<file path="config.mk">
export PLATFORM = sky130hd
export DESIGN_NAME = puh_ram
export DESIGN_NICKNAME = d
export VERILOG_FILES = /design/src/hdl/profile_undistort_homography_defines.svh /design/src/hdl/puh_ram.sv
export SDC_FILE = /design/constraint.sdc
export NUM_CORES = 1
export LEC_CHECK = 0
export ABC_AREA = 1
export BUFFER_PORTS_ARGS = -buffer_cell sky130_fd_sc_hd__buf_2
export CORE_ASPECT_RATIO = 0.8
export CORE_MARGIN = 1.5
export CORE_UTILIZATION = 45
export CTS_CLUSTER_SIZE = 24
export DETAILED_ROUTE_END_ITERATION = 16
export GPL_TIMING_DRIVEN = 0
export PLACE_DENSITY = 0.69
export SLEW_MARGIN = 20
export SYNTH_ARGS = -nofsm -noshare
export SYNTH_HDL_FRONTEND = slang
export SYNTH_SLANG_ARGS = --single-unit
</file>
<file path="constraint.sdc">
create_clock -name clk -period 1.6 [get_ports clk]
set_input_delay 0.24 -clock clk [delete_from_list [all_inputs] [get_ports clk]]
set_output_delay 0.24 -clock clk [all_outputs]
set_load 0.01 [all_outputs]
</file>
<file path="src/hdl/profile_undistort_homography_defines.svh">
// assertion macros for the profile undistortion block
`ifndef PROFILE_UNDISTORT_HOMOGRAPHY_DEFINES_SVH
`define PROFILE_UNDISTORT_HOMOGRAPHY_DEFINES_SVH
`ifndef ASSERT_OFF
`define PUH_ASSERT(lbl, prop) \
  lbl: assert property (@(posedge clk) disable iff (!rst_n) prop) else $error("lbl failed");
`define PUH_ASSERT_RST(lbl, prop) \
  lbl: assert property (@(posedge clk) prop) else $error("lbl failed");
`else
`define PUH_ASSERT(lbl, prop)
`define PUH_ASSERT_RST(lbl, prop)
`endif
`endif

</file>
<file path="src/hdl/puh_ram.sv">
// ----------------------------------------------------------------------------
// puh_ram
// generic single-port write, single-port registered read memory
// ----------------------------------------------------------------------------
module puh_ram #(
  parameter int Width = 8,
  parameter int Depth = 16
) (
  input  logic                     clk,
  input  logic                     we,
  input  logic [$clog2(Depth)-1:0] waddr,
  input  logic [Width-1:0]         wdata,
  input  logic [$clog2(Depth)-1:0] raddr,
  output logic [Width-1:0]         rdata
);
  logic [Width-1:0] mem_r [Depth];
  always_ff @(posedge clk) begin
    if (we) mem_r[waddr] <= wdata;
    rdata <= mem_r[raddr];
  end
endmodule

</file>
==> out/metrics.yaml <==
grt_use_total_pct: 21.8
run_status: "finished clean"
firstDrtPassIters: 5
avgSynthCellArea_sq_um: 10.5
worstHoldPathType: "primary input to register"
post_drt_wl_per_cell_um: 17.8
cp.required_ps: 1640
synth_area_sq_mm: 0.00577
cts_tree: "built"
fin_ws_ps: 308
setup_viol: 0
crit_path_start_kind: "primary input"
cts_sinks: 136
drive_above_1_share_pct: 13.1
numCtsBuffers: 17
critPathMaxFanout: 8
fin_hold_ws_ps: 230
design.die.area_sq_mm: 0.0135
cts_root_buf: "clkbuf_16"
finish.utilization_pct: 54.0
clkLatencyLatePin_ps: 420
crit_chain: "buf_2 -> nand3b_1 -> nor2_1"
holdBufCountCts: 0
power_density_mw_per_mm2: 1250
die_w_um: 130
cp-startpoint: "waddr[2]"
antenna_left: 0
path_buf_inv: 1
syn_inst: 551
ir_worst_vdd_v: 0.000812
synth_nets: 569
fp-row-count: 36
end_kind: "register"
fin_nets: 610
finalWirelength_mm: 13.8
die_h_um: 104
synth_warnings: 0
post_cts_resized: 0
fmax_mhz: 774
yosysUniqueCellTypes: 12
core_sq_mm: 0.0123
rsz0062_at_grt: "no"
io_buffers: 22
worstPathArrival_ps: 1330
critical_path.slowest_cell: "nor2_1"
cp_top_family: "simple AND/OR/NAND/NOR gates"
htree_num_levels: 4
p_leak_nw: 2.89
antenna_found_initial: 0
finalNonFillerCells: 776
hold_viol_final: 0
worstHoldStart: "wdata[2]"
dp.cells: 744
synth_seq_cells: 136
cts_setup_buffers: 0
drtIter0Drc: 574
slew_headroom_pct: 37.1
max_stage_delay_ps: 740
timing.final.crit_period_ps: 1290
grt_pass1_wl_mm: 20.7
grt_max_degree: 17
worstSetupPathType: "primary input to register"
r2r_start: "mem_r[10][5]"
layout_worst_path_cycle_share_pct: 80.7
cts.clk_slew.worst_paths_ps: 60
dpl.hpwl_mm: 8.80
grt_overflow: 0
worst_slew_pin_slew_ps: 941
clk_path_buf_depth: 2
maxCapViolations: 0
preCtsSetupSlack_ps: -141
initial_core_util_pct: 46.7
num_vias: 3957
synth_seq_area_share_pct: 69.4
grt_pass1_vias: 3602
clock_skew_ps: 7.32
antennaDiodeCount: 0
gp_congestion: 0.941
drc: 0
ios: 26
viasPerCell: 5.10
drv_slew: 0
syn_to_final_growth_pct: 15.6
==> final cells by class <==
cell class	count	area [sq um]
Buffer	24	166
Clock buffer	17	425
Clock inverter	15	151
Fill cell	1088	5670
Inverter	102	383
Multi-Input combinational cell	289	1210
Sequential cell	136	4000
Tap cell	171	214
Timing Repair Buffer	22	110
==> routing by layer <==
metal  up-vias  track usage, %  part of all wire, %
li1       1857               -                    -
met1      1873            32.7                   44
met2       209            30.7                   43
met3        18            6.02                   11
met4         0            6.98                  1.4
met5         -               0                    0
==> worst paths after layout <==
kind              cells after the start  slack, ps     endpoint
setup / recovery                      3        310  mem_r[9][6]
hold / removal                        1        230  mem_r[9][2]
setup reg to reg                      6        560     rdata[5]
hold reg to reg                       6        700     rdata[1]
==> flip-flops by register name, summed over array words and instances, names as in the netlist <==
register / cells
rdata: 8
mem_r: 128
==> cells in the final DEF, fill, tap and decap left out <==
master and count:
buf_2 35, clkinvlp_4 3, nand3b_1 2, clkinv_4 2
bufinv_16 2, clkinv_2 5, inv_6 3, buf_1 1
clkbuf_16 17, inv_2 2, inv_1 100, dfxtp_1 8
nand2_1 173, buf_4 4, buf_6 6, nand3_1 97
nor2_1 17, edfxtp_1 128
==> synth_stat cells <==
cell	count	area share, %
buf_2	13	1.1
buf_4	4	0.52
nor2_1	17	1.1
inv_2	2	0.13
buf_1	1	0.065
nand3b_1	2	0.26
nand2_1	173	11
nand3_1	97	8.4
buf_6	6	1.2
edfxtp_1	128	67
dfxtp_1	8	2.8
inv_1	100	6.5
==> report_power, final <==
group / internal, mW / switching, mW
sequential: 3.98 / 0.0193
combinational: 0.153 / 0.377
clock: 2.29 / 1.49
total: 6.43 / 1.88
==> cell families after synthesis <==
| kind of cell | Yosys count | share of synthesized area [%] |
|---|---|---|
| buffers and inverters | 126 | 9.52 |
| and+or+nand+nor | 289 | 21.0 |
| DFF | 136 | 69.4 |
==> stage by stage <==
step	area [sq um]	setup TNS [ps]	total power [mW]
floorplan	5770	0	4.37
global placement	6090	-2980	4.58
detailed placement	6090	-4670	4.59
CTS	6670	0	8.33
global route	6670	0	8.54
finish	6670	0	8.31
No activity file was read; power rests on OpenSTA's default activity.
