### config.mk
export PLATFORM = sky130hd
export DESIGN_NAME = puh_front
export DESIGN_NICKNAME = d
export VERILOG_FILES = /design/src/hdl/profile_undistort_homography_defines.svh /design/src/hdl/puh_pkg.sv /design/src/hdl/puh_front.sv
export SDC_FILE = /design/constraint.sdc
export NUM_CORES = 1
export LEC_CHECK = 0
export BUFFER_PORTS_ARGS = -buffer_cell sky130_fd_sc_hd__buf_2
export CAP_MARGIN = 10
export CORE_AREA = 8 8 116 118
export DETAILED_ROUTE_END_ITERATION = 8
export DIE_AREA = 0 0 124 126
export HOLD_SLACK_MARGIN = 0.12
export PLACE_DENSITY = 0.81
export SYNTH_ARGS = -nofsm -noshare
export SYNTH_HDL_FRONTEND = slang
export SYNTH_SLANG_ARGS = --single-unit
### constraint.sdc
create_clock -name clk -period 6.7 [get_ports clk]
set_clock_uncertainty 0.2 [all_clocks]
set_input_delay 0.335 -clock clk [delete_from_list [all_inputs] [get_ports clk]]
set_output_delay 0.335 -clock clk [all_outputs]
set_load 0.01 [all_outputs]
### src/hdl/profile_undistort_homography_defines.svh
// assertion macros for the profile undistortion block
`ifndef PROFILE_UNDISTORT_HOMOGRAPHY_DEFINES_SVH
`define PROFILE_UNDISTORT_HOMOGRAPHY_DEFINES_SVH
`ifndef ASSERT_OFF
`define PUH_ASSERT(lbl, prop) \
  lbl: assert property (@(posedge clk) disable iff (!rst_n) prop) else $error("lbl failed");
`define PUH_ASSERT_RST(lbl, prop) \
  lbl: assert property (@(posedge clk) prop) else $error("lbl failed");
`else
`define PUH_ASSERT(lbl, prop)
`define PUH_ASSERT_RST(lbl, prop)
`endif
`endif

### src/hdl/puh_pkg.sv
// ----------------------------------------------------------------------------
// puh_pkg
// shared types and constants of the profile undistortion block
// ----------------------------------------------------------------------------
package puh_pkg;
  localparam int MaxWidth  = 1024;
  localparam int MaxHeight = 512;
  localparam int ColW      = $clog2(MaxWidth);
  localparam int RowW      = $clog2(MaxHeight);
  localparam int AddrW     = ColW + RowW;
  localparam int Depth     = MaxWidth * MaxHeight;

  localparam logic [1:0] REQ_MAP    = 2'd0;
  localparam logic [1:0] REQ_COEF   = 2'd1;
  localparam logic [1:0] REQ_SAMPLE = 2'd2;

  localparam logic [1:0] CFG_WIDTH  = 2'd0;
  localparam logic [1:0] CFG_HEIGHT = 2'd1;
  localparam logic [1:0] CFG_MARKER = 2'd2;

  typedef struct packed {
    logic [9:0]  column;
    logic [23:0] range_value;
    logic        last;
  } sample_t;
endpackage

### src/hdl/puh_front.sv
// ----------------------------------------------------------------------------
// puh_front
// accepts requests, performs table loads and queues samples for the back end
// ----------------------------------------------------------------------------
module puh_front (
  input  logic                       clk,
  input  logic                       rst_n,
  input  logic                       in_tvalid,
  output logic                       in_tready,
  input  logic [1:0]                 req_type,
  input  logic [18:0]                map_index,
  input  logic [23:0]                map_dx,
  input  logic [23:0]                map_dy,
  input  logic [3:0]                 coef_index,
  input  logic [47:0]                coef_value,
  input  puh_pkg::sample_t           in_sample,
  input  logic                       back_idle,
  output logic                       map_we,
  output logic [puh_pkg::AddrW-1:0]  map_waddr,
  output logic [47:0]                map_wdata,
  output logic                       coef_we,
  output logic [3:0]                 coef_waddr,
  output logic [47:0]                coef_wdata,
  output logic                       q_valid,
  input  logic                       q_ready,
  output puh_pkg::sample_t           q_sample
);
  puh_pkg::sample_t q_r [2];
  logic [1:0] cnt_r, cnt_nxt;
  logic       rd_r, rd_nxt, wr_r, wr_nxt;
  logic       acc, push, pop;

  // loads wait until no sample is queued or in progress
  assign in_tready = (cnt_r != 2'd2) &&
                     ((req_type == puh_pkg::REQ_SAMPLE) || ((cnt_r == 2'd0) && back_idle));
  assign acc  = in_tvalid && in_tready;
  assign push = acc && (req_type == puh_pkg::REQ_SAMPLE);
  assign pop  = q_valid && q_ready;
  assign q_valid  = (cnt_r != 2'd0);
  assign q_sample = q_r[rd_r];

  assign map_we    = acc && (req_type == puh_pkg::REQ_MAP) &&
                     ({13'd0, map_index} < 32'(puh_pkg::Depth));
  assign map_waddr = map_index[puh_pkg::AddrW-1:0];
  assign map_wdata = {map_dy, map_dx};
  assign coef_we    = acc && (req_type == puh_pkg::REQ_COEF) && (coef_index < 4'd9);
  assign coef_waddr = coef_index;
  assign coef_wdata = coef_value;

  always_comb begin
    cnt_nxt = cnt_r + {1'b0, push} - {1'b0, pop};
    rd_nxt  = rd_r ^ pop;
    wr_nxt  = wr_r ^ push;
  end

  always_ff @(posedge clk) begin
    if (!rst_n) begin
      cnt_r <= '0;
      rd_r  <= 1'b0;
      wr_r  <= 1'b0;
    end else begin
      cnt_r <= cnt_nxt;
      rd_r  <= rd_nxt;
      wr_r  <= wr_nxt;
    end
    if (push) q_r[wr_r] <= in_sample;
  end
endmodule

==> results.txt <==
The share of synthesized flip-flops with an asynchronous set or reset works out to 0%. The tools report the pin count of the biggest net entering global routing as 36. The initial core utilization is 32.1%, and the final count of hold timing violations is 0. After synthesis, the mean cell area works out to 14.5 um2. Summing every instance area after synthesis gives 0.00376 mm2. Of the cells placed in the final design, the portion with a size suffix greater than 1 is 51.3%.

The average vias per placed instance works out to 4.40. By area the synthesized netlist is led by sky130_fd_sc_hd__edfxtp_1 (56%), sky130_fd_sc_hd__buf_4 (24%), sky130_fd_sc_hd__mux2_2 (9.9%). The signal on the critical path passes through mux2_2 -> buf_2. The flow ran to the end, and the final reports show no timing, DRC or antenna violations. Based on the critical path, the design can be clocked at up to 0.428 GHz. TritonCTS built the clock tree.

Clock-pin slew was measured on the worst setup and hold paths at 0.05 ns. The critical path is of the register to output pin type. The initialized floorplan defines 40 standard-cell rows.

The endpoint class of the critical path was an output pin. Sort of element at the start of the critical path: a register. The placer's final routability congestion estimate came out at 0.721. Dividing the detail-routed wire length by the instance count gives 22.4 um. The final wirelength came out at 9520 um. sky130_fd_sc_hd__edfxtp_1 takes more of the synthesized area than any other cell. Number of enable-type register cells in the synthesized netlist: 70. Most frequent cell after synthesis: sky130_fd_sc_hd__buf_4. Excluding fillers, the count of instances in the completed layout stands at 425. For this design the top-level I/O count stands at 319. The adder-cell area share of the yosys netlist works out to 1.33%. The number of nets handed over by synthesis was 425.

The tools report the maximum buffer depth of the clock tree as 2. Buffers placed on the I/O ports in this run total 88. Top cell type's share of synthesized area: 55.9%. The number of global-route vias before repair is 2067, and the shortest period the worst path allows is 2.34 ns. The largest stage delay on the critical path came out at 0.89 ns. Counting the fill cells in the layout gives 1128.

The share of the Yosys chip area taken by registers is 58.5%. The cell family with the largest share of critical-path delay is flip-flops. Buffer cell driving the clock tree root: sky130_fd_sc_hd__clkbuf_16.

The logs give 0.200 mV for the maximum VDD drop and 1 for the number of antenna violations at the first check in global routing. After synthesis, the largest family of logic cells by area is buffers and inverters. The first detailed-routing pass ran for 4 iterations. Of all nets on the critical path, the largest fanout is 35. Most used flip-flop cell after synthesis: sky130_fd_sc_hd__edfxtp_1. Measured against its own limit, the worst slew margin works out to 41.4%. STA puts the critical path data required time at 6.16 ns. In this run the vertical extent of the chip is 126 um. Hold timing on the final database bottoms out at a slack of 0.218 ns.

In the synthesized netlist, the number of instances is 260. Counting distinct cell types in the post-synthesis netlist gives 24. The sum of buffers and inverters on the critical path came out at 1. After layout, the worst path uses 34.9% of the clock period. The tools report the overall die area as 0.0156 mm2.

In this run the horizontal extent of the chip is 124 um. Summing the areas of all compound-gate instances in the mapped netlist gives 0.598% of the synthesized area. For the worst setup path, the data arrival time is 1.80 ns. In this run the power density over the cells is 326 mW/mm2.

The static leakage power was 1.58 nW; the summed negative setup slack over all endpoints was 0 ns. Global routing finished with a remaining overflow of 0. The number of remaining DRC errors came out at 0. The synthesis warning total was 0; the all-layer global routing usage was 11.8%.

Classification of the worst-slack hold path: primary input to register. The slowest stage of the critical path is the sky130_fd_sc_hd__dfxtp_2 cell. At the pin with the least slew margin, the transition time is 0.879 ns. Multiplexer cells account for 11.2% of the synthesized area. The remaining antenna violation count after routing is 0. The clock drives 75 sinks. The clock reaches the later pin of the worst-skew pair after 0.33 ns. The core outline area was 0.0117 mm2; the placed cell count was 372. Max-slew violation count: 0.

Setup repair after global routing left no endpoint under its margin. The first global-routing pass estimated 13000 um of wire. The share of the core filled with cells in the final layout came out at 35.4%. After Yosys synthesis, XOR and XNOR cells account for 0.598% of the synthesized area.

The logs give 0 for the max-capacitance violation count and 7260 um for the HPWL after detailed placement. The number of synthesized register bits is 75, and the count of endpoints failing setup in the final report is 0. Of the total synthesized cell area, the portion taken by AND, OR, NAND and NOR gates is 2.63%. After the first detailed-routing iteration, the DRC count stood at 106.

Final layout net count: 437. In the synthesized netlist, the cells that appear most often are sky130_fd_sc_hd__buf_4 (119), sky130_fd_sc_hd__edfxtp_1 (70), sky130_fd_sc_hd__mux2_2 (33). The area growth from synthesis to layout was 10.3%; the level count of the clock H-tree was 3.

Clock tree synthesis inserted a total of 9 buffers. The overall via count from detail_route is 1870.
[metal layers]
layer | vias up | share of wire (%) | GRT usage (%)
met5 | - | 0.48 | 5.54
met4 | 2 | 4.4 | 8.68
met3 | 49 | 21 | 11.2
met2 | 184 | 45 | 17.4
met1 | 820 | 28 | 8.95
li1 | 815 | - | -
[registers in the layout (all words and copies together), names as in the netlist, named ones only]
signal	count
wr_r	1
rd_r	1
q_r	70
cnt_r	2
[where the power goes]
part	internal (mW)	switching (mW)	leakage (nW)
Combinational	0.142	0.0981	0.738
Clock	0.361	0.173	0.164
Sequential	0.539	0.0397	0.677
Total	1.04	0.311	1.58
[kinds of logic (layout without fill, tap and decap cells)]
| logic type | count (synthesis) | after routing |
|---|---|---|
| buf+inv | 125 | 142 |
| simple gates | 15 | 15 |
| mux | 37 | 37 |
| fa+ha+maj | 4 | 4 |
| flops | 75 | 75 |
| xor+xnor | 1 | 1 |
| other cells | 0 | 1 |
| compound gates | 3 | 3 |
[repair_timing]
item / CTS / global route
resized for setup: 0 / 0
hold buffers: 36 / 0
endpoints found under the hold margin: 73 / 0
buffers inserted: 0 / 0
[worst min-delay path, cell delays in order]
cell and delay (ns):
sky130_fd_sc_hd__buf_2 0.09, sky130_fd_sc_hd__o21a_1 0.18, sky130_fd_sc_hd__mux2i_1 0.09
[cell usage in the layout (no fill, tap or decap)]
cell type                       instances
sky130_fd_sc_hd__nor2b_1                2
sky130_fd_sc_hd__mux2_4                 2
sky130_fd_sc_hd__o21a_1                 1
sky130_fd_sc_hd__clkbuf_1               1
sky130_fd_sc_hd__dfxtp_2                1
sky130_fd_sc_hd__clkinv_2               2
sky130_fd_sc_hd__edfxtp_1              70
sky130_fd_sc_hd__nand2b_1               3
sky130_fd_sc_hd__nor4b_1                1
sky130_fd_sc_hd__clkinv_1               1
sky130_fd_sc_hd__mux2i_1                2
sky130_fd_sc_hd__diode_2                1
sky130_fd_sc_hd__and4_1                 1
sky130_fd_sc_hd__nand2_1                1
sky130_fd_sc_hd__bufinv_16              3
sky130_fd_sc_hd__a21boi_0               1
sky130_fd_sc_hd__nor2b_2                1
sky130_fd_sc_hd__o31ai_1                1
sky130_fd_sc_hd__ha_1                   2
sky130_fd_sc_hd__xnor3_1                1
sky130_fd_sc_hd__or2b_1                 1
sky130_fd_sc_hd__inv_1                  2
sky130_fd_sc_hd__or2_2                  1
sky130_fd_sc_hd__nand3_1                1
sky130_fd_sc_hd__and2_1                 2
sky130_fd_sc_hd__clkbuf_16              9
sky130_fd_sc_hd__ha_2                   2
sky130_fd_sc_hd__and3_1                 1
sky130_fd_sc_hd__dlygate4sd3_1         36
sky130_fd_sc_hd__dfxtp_1                4
sky130_fd_sc_hd__buf_2                 88
sky130_fd_sc_hd__mux2_2                33
[area by class of cell]
type | instances | area (um2) | share of cell area, %
sequential | 75 | 2200 | 53.1
timing repair buffer | 124 | 801 | 19.3
multi-input combinational | 60 | 621 | 14.9
clock buffer | 10 | 229 | 5.52
tap | 147 | 184 | 4.43
clock inverter | 6 | 104 | 2.50
inverter | 2 | 7.51 | 0.181
antenna | 1 | 2.50 | 0.0603
[path summary, 6_finish.rpt]
| kind | from | to | slack, ns | cells after the start |
|---|---|---|---|---|
| worst min register to register | rd_r | rd_r | 0.29 | 2 |
| worst max register to register | cnt_r[0] | q_r[1][20] | 4.57 | 3 |
| worst max-delay path | register | q_sample[10] | 4.36 | 2 |
| worst min-delay path | q_ready | rd_r | 0.22 | 3 |
[stage by stage]
step                cell area [um2]  setup WS [ns]  power, mW
global route                   4150           4.26       1.41
detailed placement             3460           4.41      0.817
global placement               3460           4.50      0.809
floorplan                      3760           4.52      0.807
finish                         4150           4.36       1.35
CTS                            4150           4.32       1.37
Power figures use the tool's default switching activity.
